$ cat src/rtl/pwsf_pkg.sv
// ----------------------------------------------------------------------------
// Pedestal window statistics: shared package
// Field widths, register codes, the command passed from the front end to the
// back end, and the back-end state encoding.
// ----------------------------------------------------------------------------
package pwsf_pkg;

    // Stream payload fields
    localparam int OP_W       = 2;
    localparam int CH_W       = 9;
    localparam int WIN_W      = 5;
    localparam int TS_W       = 16;
    localparam int TIME_W     = 40;
    localparam int IN_DATA_W  = 72;

    // Result fields
    localparam int ENTRIES_W  = 20;
    localparam int MEAN_W     = 16;
    localparam int RMS_W      = 16;
    localparam int OUT_DATA_W = 56;

    // Configuration
    localparam int SLICE_W    = 27;
    localparam int LIMIT_W    = 6;
    localparam int APB_ADDR_W = 3;
    localparam int APB_DATA_W = 32;
    localparam logic [SLICE_W-1:0] SLICE_RESET = 27'd180000;
    localparam logic [LIMIT_W-1:0] LIMIT_RESET = 6'd24;

    // Accumulator widths and arithmetic
    localparam int SUM_W      = 40;
    localparam int SQ_W       = 56;
    localparam int VAL_W      = 15;     // accepted sums are positive and below 2^15
    localparam int ROOT_W     = 64;
    localparam int RANGE_STEP = 800;    // 50 samples of headroom in 1/16 units

    typedef enum logic [OP_W-1:0] {
        OP_ACCUM = 2'd0,
        OP_TIME  = 2'd1,
        OP_DRAIN = 2'd2,
        OP_NONE  = 2'd3
    } t_op;

    typedef enum logic [0:0] {
        REG_SLICE_LENGTH = 1'b0,
        REG_WINDOW_LIMIT = 1'b1
    } t_reg;

    // Classified item handed from front to back
    typedef struct packed {
        t_op              op;
        logic             in_store;
        logic             acc_ok;     // accumulate passes window, limit and range checks
        logic             slice_end;
        logic [CH_W-1:0]  channel;
        logic [WIN_W-1:0] window;
        logic [VAL_W-1:0] value;
    } t_cmd;

    typedef enum logic [3:0] {
        ST_CLEAR,
        ST_IDLE,
        ST_READ,
        ST_MUL,
        ST_DIV_MEAN,
        ST_DIV_VAR1,
        ST_DIV_VAR2,
        ST_SQRT,
        ST_EMIT
    } t_back_state;

endpackage

$ cat src/rtl/pwsf_queue.sv
// ----------------------------------------------------------------------------
// Pedestal window statistics: command queue
// Two-entry queue between the front end and the back end.
// ----------------------------------------------------------------------------
module pwsf_queue (
    input  logic            i_clk,
    input  logic            i_rst_n,
    input  logic            i_push,
    input  pwsf_pkg::t_cmd  i_cmd,
    input  logic            i_pop,
    output logic            o_full,
    output logic            o_valid,
    output pwsf_pkg::t_cmd  o_head
);

    pwsf_pkg::t_cmd r_slot [2];
    logic           r_wr_ptr;
    logic           r_rd_ptr;
    logic [1:0]     r_count;

    assign o_full  = (r_count == 2'd2);
    assign o_valid = (r_count != 2'd0);
    assign o_head  = r_slot[r_rd_ptr];

    // Store pushed beats
    always_ff @(posedge i_clk) begin
        if (i_push) begin
            r_slot[r_wr_ptr] <= i_cmd;
        end
    end

    // Advance pointers and occupancy
    always_ff @(posedge i_clk) begin
        if (!i_rst_n) begin
            r_wr_ptr <= 1'b0;
            r_rd_ptr <= 1'b0;
            r_count  <= 2'd0;
        end else begin
            if (i_push) begin
                r_wr_ptr <= !r_wr_ptr;
            end
            if (i_pop) begin
                r_rd_ptr <= !r_rd_ptr;
            end
            if (i_push && !i_pop) begin
                r_count <= r_count + 2'd1;
            end else if (!i_push && i_pop) begin
                r_count <= r_count - 2'd1;
            end
        end
    end

endmodule

$ cat config.mk
export PLATFORM = sky130hd
export DESIGN_NAME = pwsf_queue
export DESIGN_NICKNAME = d
export VERILOG_FILES = /design/src/rtl/pwsf_pkg.sv /design/src/rtl/pwsf_queue.sv
export SDC_FILE = /design/constraint.sdc
export NUM_CORES = 1
export LEC_CHECK = 0
export BUFFER_PORTS_ARGS = -buffer_cell sky130_fd_sc_hd__clkbuf_2
export CAP_MARGIN = 20
export CORE_MARGIN = 2
export CORE_UTILIZATION = 40
export DETAILED_ROUTE_END_ITERATION = 10
export GPL_ROUTABILITY_DRIVEN = 0
export PLACE_DENSITY = 0.66
export REMOVE_ABC_BUFFERS = 1
export SYNTH_ARGS = -nofsm -noshare
export SYNTH_HDL_FRONTEND = slang
export SYNTH_SLANG_ARGS = --single-unit
$ cat constraint.sdc
create_clock -name i_clk -period 3.32 [get_ports i_clk]
set_input_delay 0.332 -clock i_clk [delete_from_list [all_inputs] [get_ports i_clk]]
set_output_delay 0.332 -clock i_clk [all_outputs]
set_load 0.005 [all_outputs]
Word level (Yosys, flattened, before mapping)
Memories as Yosys holds them, arrays and structs flattened. A register that Yosys moved wholly into a read port is not among the register bits.
Cells that the tools add are included.
{"block": "totals", "ramBits": 68, "wordCells": 21, "mem_count": 1, "input_bits": 38, "register_bits": 4}
{"memory": "r_slot", "words": 2, "width": 34, "read_ports": 1, "rd_clocked_by_memory_dff": 1, "wr": 1, "line_no": "pwsf_queue.sv:16", "text": "pwsf_pkg::t_cmd r_slot [2];"}
{"block": "op_classes", "muxes": 6, "eq_ne": 1, "addsub": 2, "n_reduce_logical": 8}
{"op": "$logic_not A1 Y1", "n": 4}
{"op": "$mux W1", "n": 4}
{"op": "$mux W2", "n": 2}
{"op": "$reduce_bool A2 Y1", "n": 2}
{"op": "$add A2 B1 Y2 const B", "n": 1}
{"op": "$eq A2 B2 Y1 const B", "n": 1}
{"op": "$logic_and A1 B1 Y1", "n": 2}
{"op": "$sub A2 B1 Y2 const B", "n": 1}

Logic depth before layout (Yosys ltp)
{"block": "logic_depth", "depth_word": 4, "mapped_depth": 5, "ltp_nobuf": 5}

Worst setup path after synthesis
OpenSTA, ideal clock, no wires.
{"block": "synth_timing", "path_type": "in2reg", "from": "input i_push", "to": "memory r_slot[0][0] (netlist bit), enable pin", "arrival_time_ns": 1.896, "required_ns": 2.890, "setup_ns": 0.430, "n_path_buf": 0, "setup_slack_ns": 0.994, "path_stages": 1, "cell_sequence": "nor2b_1"}
{"block": "synth_via", "elab_chain_cells": 2}
{"item": "start, declared", "line_no": "pwsf_queue.sv:8", "text": "input logic i_push,"}
{"item": "$mux W1", "line_no": "pwsf_queue.sv:27", "text": "if (i_push) begin"}
{"item": "$mux W1 (implied by the code)", "line_no": "pwsf_queue.sv:28", "text": "r_slot[r_wr_ptr] <= i_cmd;"}
{"item": "end, declared", "line_no": "pwsf_queue.sv:16"}
No other way between the ends.

==> flow_summary_export.csv <==
group,metric,value,unit
global_routing,grt_overflow,0,
setup_path,critical_path.cell_chain,"mux2_2 > clkbuf_2",
floorplan,num_rows,29,
setup_path,cp_num_buf_inv,1,
setup_path,worstPathMaxFanout,34,
power,ir_drop,0.290,mV
sta,worst_slack,1.22,ns
synthesis,synthDistinctLibCells,17,
hold_path,min-delay-start,"i_cmd[13]",
drt,drt_iter0_markers,58,
floorplan,coreArea,6420,um^2
clock_tree,cts_resized,0,
setup_path,worstSetupEndpointType,"primary output",
placement,dpl.hpwl,2600,um
sta,setup_viol_count_final,0,
synthesis,yosysSeqAreaShare,80.1,%
sta,timing.fmax,0.477,GHz
drt,viasPerCell,4.80,
job,cap_violations,0,
sta,grt_setup_unrepaired,"no",
placement,portBuffers,73,
setup_path,critPathKind,"reg -> out",
global_routing,antenna_found_initial,0,
clock_tree,cts.reportedPaths.clkPinSlew,0.08,ns
synthesis,avgSynthCellArea,20.9,um^2
clock_tree,post_cts_buffers,0,
clock_tree,root_buffer,"clkbuf_8",
floorplan,fp.dieH,85.8,um
drt,drtAntennaViolNets,0,
setup_path,crit_slowest_cell,"dfxtp_2",
sta,period_share,63.1,%
clock_tree,clk_latency,0.33,ns
drt,post_drt_wl_per_cell,14.5,um
setup_path,cp.required,2.99,ns
global_routing,grt_pass1_wl,6670,um
power,powerDensity,597,nW/um^2
floorplan,initial_utilization,41.6,%
clock_tree,cts-buffers-inserted,9,
power,leakage,1.28,nW
global_routing,grt_pass1_vias,1411,
sta,setup_tns,0,ns
cells_and_area,antennaDiodeCount,0,
floorplan,io_pins,74,
setup_path,worst_r2r_startpoint,"r_wr_ptr",
sta,hold_viol_final,0,
sta,final.min_clock_period,2.10,ns
cells_and_area,drive_gt1_share,59.2,%
drt,dr_total_vias,1393,
setup_path,cpPeakStageDelay,0.86,ns
placement,place_ws,1.54,ns
sta,worst_pin_slew,1.01,ns
cells_and_area,final_nets,247,
drt,drt-pass1-iter-count,9,
setup_path,cp.arrival,1.76,ns
clock_tree,cts_hold_buf,0,
sta,slew_headroom,32.4,%
synthesis,synth_warnings,0,
clock_tree,cts_sinks,73,
setup_path,cpLargestDelayFamily,"flip-flops",
clock_tree,cts.path.max_buffers,2,
run_status,status,"complete, but fails checks",
sta,finClkSkew,0.00500,ns
global_routing,track_usage,12.2,%
floorplan,die-area,7350,um^2
synthesis,syn_area,2670,um^2
floorplan,die_w,85.8,um
global_routing,grt_max_degree,36,
synthesis,syn_inst,128,
sta,slew_viol_final,0,
drt,routed_wl,4210,um
run_status,violations,"DRC",
cells_and_area,area_growth,24.4,%
clock_tree,cts_tree,"built",
hold_path,hold_class,"in -> reg",
setup_path,start_kind,"register",
synthesis,ys_seq_elements,73,
drt,drc,6,
clock_tree,cts_max_level,3,
-- Yosys cell counts --
cell / number / area share (%)
xor2_1: 2 / 0.66
a21boi_1: 1 / 0.28
o21a_1: 1 / 0.28
o21ai_0: 1 / 0.19
xnor2_1: 1 / 0.33
or3_1: 1 / 0.23
and2_1: 4 / 0.94
mux2_2: 34 / 14
edfxtp_1: 68 / 76
dfxtp_1: 5 / 3.7
buf_2: 1 / 0.19
buf_4: 3 / 0.84
ha_1: 1 / 0.47
or2_2: 1 / 0.23
and2b_2: 1 / 0.33
nor2b_1: 2 / 0.47
inv_1: 1 / 0.14
-- cells by family (layout without fill, tap and decap cells) --
| family | count (synthesis) | after routing | share of synthesized area [%] |
|---|---|---|---|
| simple gates | 9 | 9 | 2.20 |
| xor+xnor | 3 | 3 | 0.983 |
| mux | 34 | 34 | 14.3 |
| flops | 73 | 73 | 80.1 |
| compound gates | 3 | 3 | 0.749 |
| buf+inv | 5 | 90 | 1.17 |
| fa+ha+maj | 1 | 1 | 0.468 |
-- layout make-up --
class / count / area [um^2]
clock buffer: 9 / 124
tap: 77 / 96.3
clock inverter: 7 / 85.1
sequential: 73 / 2140
multi-input combinational: 50 / 509
fill: 530 / 3100
inverter: 1 / 3.75
timing repair buffer: 73 / 365
-- flip-flops by register name (all words and copies together) (netlist names), named ones only --
| register | count |
|---|---|
| r_slot | 68 |
| r_count | 2 |
| r_rd_ptr | 1 |
| r_wr_ptr | 1 |
-- layout by cell type, fill, tap and decap left out --
cell type,n
a21boi_1,1
and2_1,3
and2_2,1
and2b_2,1
bufinv_16,2
clkbuf_2,73
clkbuf_8,9
clkinv_1,2
clkinv_2,2
clkinvlp_4,1
dfxtp_1,4
dfxtp_2,1
edfxtp_1,68
ha_1,1
inv_1,1
mux2_2,34
nor2b_1,1
nor2b_4,1
o21a_1,1
o21ai_0,1
or2_2,1
or3_1,1
xnor2_1,1
xor2_1,2
-- report_power, final --
| part | leakage [nW] | switching (W) | total [W] | internal [W] |
|---|---|---|---|---|
| clock | 0.104 | 0.000309 | 0.000724 | 0.000415 |
| sequential | 0.680 | 0.0000289 | 0.00109 | 0.00106 |
| combinational | 0.497 | 0.0000726 | 0.000174 | 0.000101 |
| total | 1.28 | 0.000410 | 0.00199 | 0.00158 |
-- metal layers --
metal	vias up	wire, um	global-route usage [%]
met3	10	312	4.23
met1	672	1940	16.0
li1	657	-	-
met5	-	0	0
met2	54	1880	18.1
met4	0	78	6.06
-- stage by stage --
stage                     std cells  hold slack [ns]  utilization (%)  total power, W  instance area [um^2]
after global placement          274            0.482             48.5         0.00129                  3120
after CTS                       290            0.166             51.8         0.00202                  3330
after floorplan                 124            0.431                -         0.00119                  2650
final                           290            0.182             51.8         0.00199                  3330
after detailed placement        274            0.494             48.5         0.00129                  3120
after global routing            290            0.159             51.8         0.00208                  3330
-- path summary, 6_finish.rpt --
path                    to  slack [ns]  cells after the start
max              o_head[2]        1.22                      2
min reg2reg     r_count[1]        0.50                      2
max reg2reg  r_slot[0][10]        1.80                      1
min          r_slot[0][13]        0.18                      1
(Power assumes the default switching activity.)
