File: src/rtl/pwsf_pkg.sv
// ----------------------------------------------------------------------------
// Pedestal window statistics: shared package
// Field widths, register codes, the command passed from the front end to the
// back end, and the back-end state encoding.
// ----------------------------------------------------------------------------
package pwsf_pkg;

    // Stream payload fields
    localparam int OP_W       = 2;
    localparam int CH_W       = 9;
    localparam int WIN_W      = 5;
    localparam int TS_W       = 16;
    localparam int TIME_W     = 40;
    localparam int IN_DATA_W  = 72;

    // Result fields
    localparam int ENTRIES_W  = 20;
    localparam int MEAN_W     = 16;
    localparam int RMS_W      = 16;
    localparam int OUT_DATA_W = 56;

    // Configuration
    localparam int SLICE_W    = 27;
    localparam int LIMIT_W    = 6;
    localparam int APB_ADDR_W = 3;
    localparam int APB_DATA_W = 32;
    localparam logic [SLICE_W-1:0] SLICE_RESET = 27'd180000;
    localparam logic [LIMIT_W-1:0] LIMIT_RESET = 6'd24;

    // Accumulator widths and arithmetic
    localparam int SUM_W      = 40;
    localparam int SQ_W       = 56;
    localparam int VAL_W      = 15;     // accepted sums are positive and below 2^15
    localparam int ROOT_W     = 64;
    localparam int RANGE_STEP = 800;    // 50 samples of headroom in 1/16 units

    typedef enum logic [OP_W-1:0] {
        OP_ACCUM = 2'd0,
        OP_TIME  = 2'd1,
        OP_DRAIN = 2'd2,
        OP_NONE  = 2'd3
    } t_op;

    typedef enum logic [0:0] {
        REG_SLICE_LENGTH = 1'b0,
        REG_WINDOW_LIMIT = 1'b1
    } t_reg;

    // Classified item handed from front to back
    typedef struct packed {
        t_op              op;
        logic             in_store;
        logic             acc_ok;     // accumulate passes window, limit and range checks
        logic             slice_end;
        logic [CH_W-1:0]  channel;
        logic [WIN_W-1:0] window;
        logic [VAL_W-1:0] value;
    } t_cmd;

    typedef enum logic [3:0] {
        ST_CLEAR,
        ST_IDLE,
        ST_READ,
        ST_MUL,
        ST_DIV_MEAN,
        ST_DIV_VAR1,
        ST_DIV_VAR2,
        ST_SQRT,
        ST_EMIT
    } t_back_state;

endpackage

File: src/rtl/pwsf_front.sv
// ----------------------------------------------------------------------------
// Pedestal window statistics: front end
// Takes input beats, holds the configuration registers and the time-slice
// start, classifies each item and pushes a command to the queue.
// ----------------------------------------------------------------------------
module pwsf_front #(
    parameter int NUM_CHANNELS = 512,
    parameter int NUM_WINDOWS  = 32
) (
    input  logic                                i_clk,
    input  logic                                i_rst_n,
    input  logic                                psel,
    input  logic                                penable,
    input  logic                                pwrite,
    input  logic [pwsf_pkg::APB_ADDR_W-1:0]     paddr,
    input  logic [pwsf_pkg::APB_DATA_W-1:0]     pwdata,
    output logic [pwsf_pkg::APB_DATA_W-1:0]     prdata,
    output logic                                pready,
    input  logic                                i_s_axis_tvalid,
    output logic                                o_s_axis_tready,
    // tdata: channel[8:0], window[4:0], trace_sum[15:0], event_time_ms[39:0],
    //        two zero bits
    input  logic [pwsf_pkg::IN_DATA_W-1:0]      i_s_axis_tdata,
    // tuser: op[1:0]
    input  logic [pwsf_pkg::OP_W-1:0]           i_s_axis_tuser,
    input  logic                                i_hold,
    input  logic                                i_q_full,
    output logic                                o_push,
    output pwsf_pkg::t_cmd                      o_cmd
);

    logic [pwsf_pkg::SLICE_W-1:0] r_slice_length;
    logic [pwsf_pkg::LIMIT_W-1:0] r_window_limit;
    logic [pwsf_pkg::TIME_W-1:0]  r_slice_start;

    pwsf_pkg::t_op                op;
    logic [pwsf_pkg::CH_W-1:0]    channel;
    logic [pwsf_pkg::WIN_W-1:0]   window;
    logic [pwsf_pkg::TS_W-1:0]    trace_sum;
    logic [pwsf_pkg::TIME_W-1:0]  event_time;
    logic [pwsf_pkg::TIME_W-1:0]  elapsed;
    logic [pwsf_pkg::VAL_W-1:0]   range_lim;
    logic                         in_store;
    logic                         in_range;
    logic                         slice_end;
    logic                         accept;
    logic                         cfg_wr;

    // Unpack the beat
    assign op         = pwsf_pkg::t_op'(i_s_axis_tuser);
    assign channel    = i_s_axis_tdata[8:0];
    assign window     = i_s_axis_tdata[13:9];
    assign trace_sum  = i_s_axis_tdata[29:14];
    assign event_time = i_s_axis_tdata[69:30];

    assign o_s_axis_tready = !i_hold && !i_q_full;
    assign accept          = i_s_axis_tvalid && o_s_axis_tready;

    // Classify: store bounds, window limit and open sum range
    assign in_store  = (int'(channel) < NUM_CHANNELS) && (int'(window) < NUM_WINDOWS);
    assign range_lim = pwsf_pkg::VAL_W'(pwsf_pkg::RANGE_STEP * (int'(window) + 1));
    assign in_range  = !trace_sum[pwsf_pkg::TS_W-1] && (trace_sum != '0)
                       && (trace_sum[pwsf_pkg::VAL_W-1:0] < range_lim);

    // Slice ends when time moves forward by more than the slice length
    assign elapsed   = event_time - r_slice_start;
    assign slice_end = (op == pwsf_pkg::OP_TIME) && (r_slice_start != '0)
                       && (event_time > r_slice_start)
                       && (elapsed > pwsf_pkg::TIME_W'(r_slice_length));

    assign o_push            = accept;
    assign o_cmd.op          = op;
    assign o_cmd.in_store    = in_store;
    assign o_cmd.acc_ok      = in_store && in_range
                               && ({1'b0, window} < r_window_limit);
    assign o_cmd.slice_end   = slice_end;
    assign o_cmd.channel     = channel;
    assign o_cmd.window      = window;
    assign o_cmd.value       = trace_sum[pwsf_pkg::VAL_W-1:0];

    // Configuration read and write
    assign pready = 1'b1;
    assign cfg_wr = psel && penable && pwrite && pready;

    always_comb begin
        unique case (pwsf_pkg::t_reg'(paddr[2]))
            pwsf_pkg::REG_SLICE_LENGTH: prdata = pwsf_pkg::APB_DATA_W'(r_slice_length);
            pwsf_pkg::REG_WINDOW_LIMIT: prdata = pwsf_pkg::APB_DATA_W'(r_window_limit);
            default:                    prdata = '0;
        endcase
    end

    // Hold registers and slice start
    always_ff @(posedge i_clk) begin
        if (!i_rst_n) begin
            r_slice_length <= pwsf_pkg::SLICE_RESET;
            r_window_limit <= pwsf_pkg::LIMIT_RESET;
            r_slice_start  <= '0;
        end else begin
            if (cfg_wr) begin
                unique case (pwsf_pkg::t_reg'(paddr[2]))
                    pwsf_pkg::REG_SLICE_LENGTH:
                        r_slice_length <= pwdata[pwsf_pkg::SLICE_W-1:0];
                    pwsf_pkg::REG_WINDOW_LIMIT:
                        r_window_limit <= pwdata[pwsf_pkg::LIMIT_W-1:0];
                    default: r_window_limit <= r_window_limit;
                endcase
            end
            if (accept && (op == pwsf_pkg::OP_TIME)
                    && ((r_slice_start == '0) || slice_end)) begin
                r_slice_start <= event_time;
            end
        end
    end

endmodule

File: config.mk
export PLATFORM = sky130hd
export DESIGN_NAME = pwsf_front
export DESIGN_NICKNAME = d
export VERILOG_FILES = /design/src/rtl/pwsf_pkg.sv /design/src/rtl/pwsf_front.sv
export SDC_FILE = /design/constraint.sdc
export NUM_CORES = 1
export LEC_CHECK = 0
export BUFFER_PORTS_ARGS = -buffer_cell sky130_fd_sc_hd__buf_2
export CORE_MARGIN = 1
export CORE_UTILIZATION = 55
export CTS_CLUSTER_SIZE = 40
export DETAILED_ROUTE_END_ITERATION = 6
export PLACE_DENSITY = 0.93
export SYNTH_ARGS = -nofsm -noshare
export SYNTH_HDL_FRONTEND = slang
export SYNTH_SLANG_ARGS = --single-unit
File: constraint.sdc
create_clock -name i_clk -period 6.4 [get_ports i_clk]
set_input_delay 0.32 -clock i_clk [delete_from_list [all_inputs] [get_ports i_clk]]
set_output_delay 0.32 -clock i_clk [all_outputs]
set_load 0.01 [all_outputs]
Word level (Yosys, flattened, before mapping)

Cells that the tools add are included.
Widths: inputs -> output; s select.

Flip-flop bits (word level): 73
Input bits: 117
Output and inout port bits: 69
Logic and storage cells: 34

$add $sub $neg: 2
Multipliers: 1
$lt $le $gt $ge: 4
Equality and inequality tests: 1
Multiplexer cells: 1
Bitwise operators: 1
Reductions and logical operators: 21

Operators with widths:

| kind                 | count |
|---|---|
| $pmux 32 s2          | 1 |
| $gt 40x27->1         | 1 |
| $gt 40x40->1         | 1 |
| $logic_not 40->1     | 1 |
| $reduce_bool 40->1   | 1 |
| $sub 40x40->40       | 1 |
| $reduce_bool 16->1   | 1 |
| $lt 15x15->1         | 1 |
| $logic_and 1x1->1    | 12 |
| $mul 5x6->10 const A | 1 |
| $add 5x1->6 const B  | 1 |
| $lt 5x6->1           | 1 |
| $reduce_and 2->1     | 2 |
| $logic_not 1->1      | 3 |
| $eq 2x1->1 const B   | 1 |
| $logic_or 1x1->1     | 1 |
| $not 1->1            | 1 |

Longest topological paths before layout

Depth in word-level cells: 6
Gate-level depth with buffers: 26
Depth with buffers taken out: 24

Least setup slack after synthesis

OpenSTA, ideal clock, no wires.

Path type: register -> output
From: register r_slice_start[2] (netlist bit)
To: output o_cmd[29] (netlist bit)
Arrival: 4.648 ns
Required time: 6.080 ns
Setup slack: 1.432 ns
Cell stages (with the launch flop): 27
Buffers on the path: 3
Cell sequence: dfxtp_1 > inv_1 > ha_1 > o211ai_1 > a21oi_1 > o31ai_2 > a21oi_2 > nor2_1 > nand3_1 > a21oi_1 > o21bai_1 > a21oi_1 > xnor2_1 > ha_1 > and4_1 > nand3_1 > nor4_1 > a21oi_1 > o21ai_0 > o2111ai_1 > nor3_1 > nand4_1 > or4_1 > and2_1 > buf_6 > buf_6 > buf_4

Cells in the longest elaborated chain, start to end: 4
Elaborated cells between the ends (all ways): 7
Classes of those cells: add/sub (1); order compare (2); reduce/logical (4)

Ends and longest elaborated chain:

| what                                                                   | line              | source |
|---|---|---|
| from (decl)                                                            | pwsf_front.sv:34  | `logic [pwsf_pkg::TIME_W-1:0] r_slice_start;` |
| from (signal assigned)                                                 | pwsf_front.sv:111 | `r_slice_start <= event_time;` |
| parallel branches: the longest is 3 deep, another holds $sub 40x40->40 | n/a               |  |
| $logic_and 1x1->1 (*)                                                  | pwsf_front.sv:69  | `&& (elapsed > pwsf_pkg::TIME_W'(r_slice_length));` |
| to (decl)                                                              | pwsf_front.sv:29  | `output pwsf_pkg::t_cmd o_cmd` |

Every way passes the cells marked *.

==> results.py <==
metrics = {
    "critical_path": {
        "slowest_stage": "or4_1",
        "critPathArrivalTime_ns": 5.76,
        "endpoint_kind": "output pin",
        "crit_family": "simple AND/OR/NAND/NOR gates",
        "worstReg2RegStart": "r_slice_start[2]",
        "rr_worst_depth": 25,
        "cp.required_ns": 6.08,
        "cp_max_fo": 34,
        "crit_buf_inv": 3,
        "worstSetupPathType": "reg2out",
        "reg2reg_to": "r_slice_start[36]",
        "startpoint_type": "flip-flop",
        "r2r_slack_ns": 0.71,
        "slowest_delay_ns": 0.56,
        "cp_common_cell": "a21oi_1",
    },
    "drt": {
        "dr.first_iter.drc_count": 703,
        "postRouteAntennaNets": 0,
        "drtPass1Iterations": 5,
        "drc": 0,
        "met1_length_mm": 9.53,
        "via_per_inst": 6.09,
        "vias": 8160,
        "wl_mm": 22.2,
        "top_layer_used": "met4",
        "met2_length_mm": 10.4,
        "wl_per_cell_um": 16.6,
        "wl_met3_mm": 1.93,
    },
    "grt": {
        "antenna_found_initial": 0,
        "grt_max_degree": 77,
        "grt.total_usage_pct": 29.5,
        "grt_pass1_vias": 7098,
        "grt_pass1_wl_mm": 34.5,
        "overflow": 0,
    },
    "worst_hold_path": {
        "hp-class": "in2reg",
        "whs_endpoint": "r_slice_length[15]",
        "min-delay-start": "pwdata[15]",
        "min_path_cells": 3,
    },
    "clocking": {
        "ctsHoldBuffers": 0,
        "cts_setup_buffers": 0,
        "cts_buffers": 9,
        "h-tree-depth": 3,
        "root_buffer": "clkbuf_16",
        "clock_latency_ns": 0.35,
        "path_clk_slew_ns": 0.06,
        "cts.sinks": 73,
        "cts_resized": 0,
        "clockBufferDepth": 2,
        "cts_tree": "built",
    },
    "sta": {
        "post-route-period-util_pct": 95.0,
        "slew_headroom_pct": 36.0,
        "hold_violations": 0,
        "finalCriticalPeriod_ns": 6.08,
        "fmax_mhz": 165,
        "setup_violations": 0,
        "final.setup.worst_slack_ns": 0.323,
        "skew_ns": 0.00615,
        "finalMaxSlewViolations": 0,
        "worst_slew_pin_slew_ns": 0.959,
    },
    "synthesis": {
        "netlist.area_leader.share_pct": 18.6,
        "synth-seq-area-share_pct": 18.6,
        "yosysMostFrequentCell": "nand2_1",
        "ys_seq_elements": 73,
        "synthArstFlopShare_pct": 0,
        "synthCells": 1080,
        "syn_area_mm2": 0.00786,
        "synth-main-ff-cell": "dfxtp_1",
        "synthTopCellsByCount": "nand2_1 (177), ha_1 (100), inv_1 (90)",
        "synth_area_leader_cell": "dfxtp_1",
        "yosys-top-cells-area": "dfxtp_1 (19%), ha_1 (16%), nand2_1 (8.5%)",
        "synth-edff-count": 0,
        "synth.distinct_cells": 61,
        "ys_warn_count": 0,
        "syn_area_per_cell_um2": 7.27,
    },
    "run": {
        "max-cap-violations": 0,
    },
    "placement": {
        "dp_hpwl_mm": 16.9,
        "place_inst": 1325,
        "place.gp.congestion": 0.955,
        "io_buffers": 151,
        "pre_cts_slack_ns": 0.509,
    },
    "floorplanning": {
        "placeableCoreArea_mm2": 0.0139,
        "die_y_um": 122,
        "die_area_mm2": 0.0148,
        "dieWidth_um": 122,
        "fp-row-count": 43,
        "io_pins": 186,
        "initial_utilization_pct": 56.6,
    },
    "final_layout": {
        "insertedDiodeCount": 0,
        "finalNonFillerCells": 1341,
        "fillers": 1196,
        "synthToLayoutAreaGrowth_pct": 11.0,
        "drive_gt1_share_pct": 16.7,
        "nets": 1375,
    },
    "status": {
        "status": "complete, no violations",
    },
    "power": {
        "power.leakage_nw": 3.94,
        "ir_drop_v": 0.000435,
        "power_density_mw_per_mm2": 323,
    },
}
## cells in the final DEF (no fill, tap or decap), types with 42 or more instances in the layout
| cell | count |
|---|---|
| a221o_1 | 42 |
| inv_1 | 90 |
| ha_1 | 100 |
| o21ai_0 | 70 |
| a21oi_1 | 55 |
| buf_2 | 151 |
| nand2_1 | 177 |
| nor2_1 | 55 |
| and3_1 | 43 |
| dfxtp_1 | 73 |
## per-layer routing
layer  vias up  track usage, %
li1       3934               -
met1      3778            39.2
met2       421            49.0
met3        27            4.56
met4         0            8.41
met5         -               0
## power breakdown
group          switching, mW  internal (mW)
registers             0.0527          0.505
logic                   1.13          0.568
clock network          0.205          0.351
## metrics by stage
stage | area, um2 | total power, mW | hold slack (ns) | TNS, ns | utilization (%)
floorplan | 7870 | 1.79 | 0.443 | 0 | -
global placement | 8370 | 2.18 | 0.452 | 0 | 60.3
detailed placement | 8370 | 2.22 | 0.458 | 0 | 60.3
CTS | 8700 | 2.77 | 0.193 | 0 | 62.6
global route | 8720 | 2.98 | 0.222 | -0.0131 | 62.8
finish | 8720 | 2.81 | 0.196 | 0 | 62.8
## flip-flops by register name, indices dropped and copies added, names as in the netlist
register,flops
r_slice_length,27
r_window_limit,6
r_slice_start,40
## logic make-up after synthesis
family	Yosys count	share of synthesized area, %
multiplexers	12	1.58
other	2	0.0956
adder cells (fa/ha/maj)	102	16.4
XOR/XNOR	42	4.68
buffers and inverters	188	11.4
flip-flops	73	18.6
AO/OA/AOI/OAI	273	23.9
AND/OR/NAND/NOR	388	23.3
## how the worst max path moves through the flow
stage                  startpoint   endpoint  slack (ns)  cells past startpoint
3_5_place_dp   i_s_axis_tdata[30]  o_cmd[29]        0.51                     24
2_1_floorplan    r_slice_start[2]  o_cmd[29]        1.43                     26
3_3_place_gp   i_s_axis_tdata[32]  o_cmd[29]        0.65                     25
5_1_grt          r_slice_start[2]  o_cmd[29]       -0.01                     25
4_1_cts          r_slice_start[2]  o_cmd[29]        0.15                     25
6_report         r_slice_start[2]  o_cmd[29]        0.32                     25
## worst register-to-register path: cells and delay by family, from the launching register on
family          cells  cell delay, ns
simple gates        9            2.15
flops               1            0.38
buf+inv             2            0.28
fa+ha+maj           2            0.66
xor+xnor            1            0.10
compound gates     11            2.02
## layout make-up
type                            instances  area [um2]  share of cell area, %
Timing Repair Buffer                  158         825                   9.46
Sequential cell                        73        1460                   16.8
Multi-Input combinational cell        824        5550                   63.6
Tap cell                              180         225                   2.58
Clock buffer                           11         243                   2.78
Inverter                               90         338                   3.87
Clock inverter                          5        78.8                  0.904
Power figures use the tool's default switching activity.
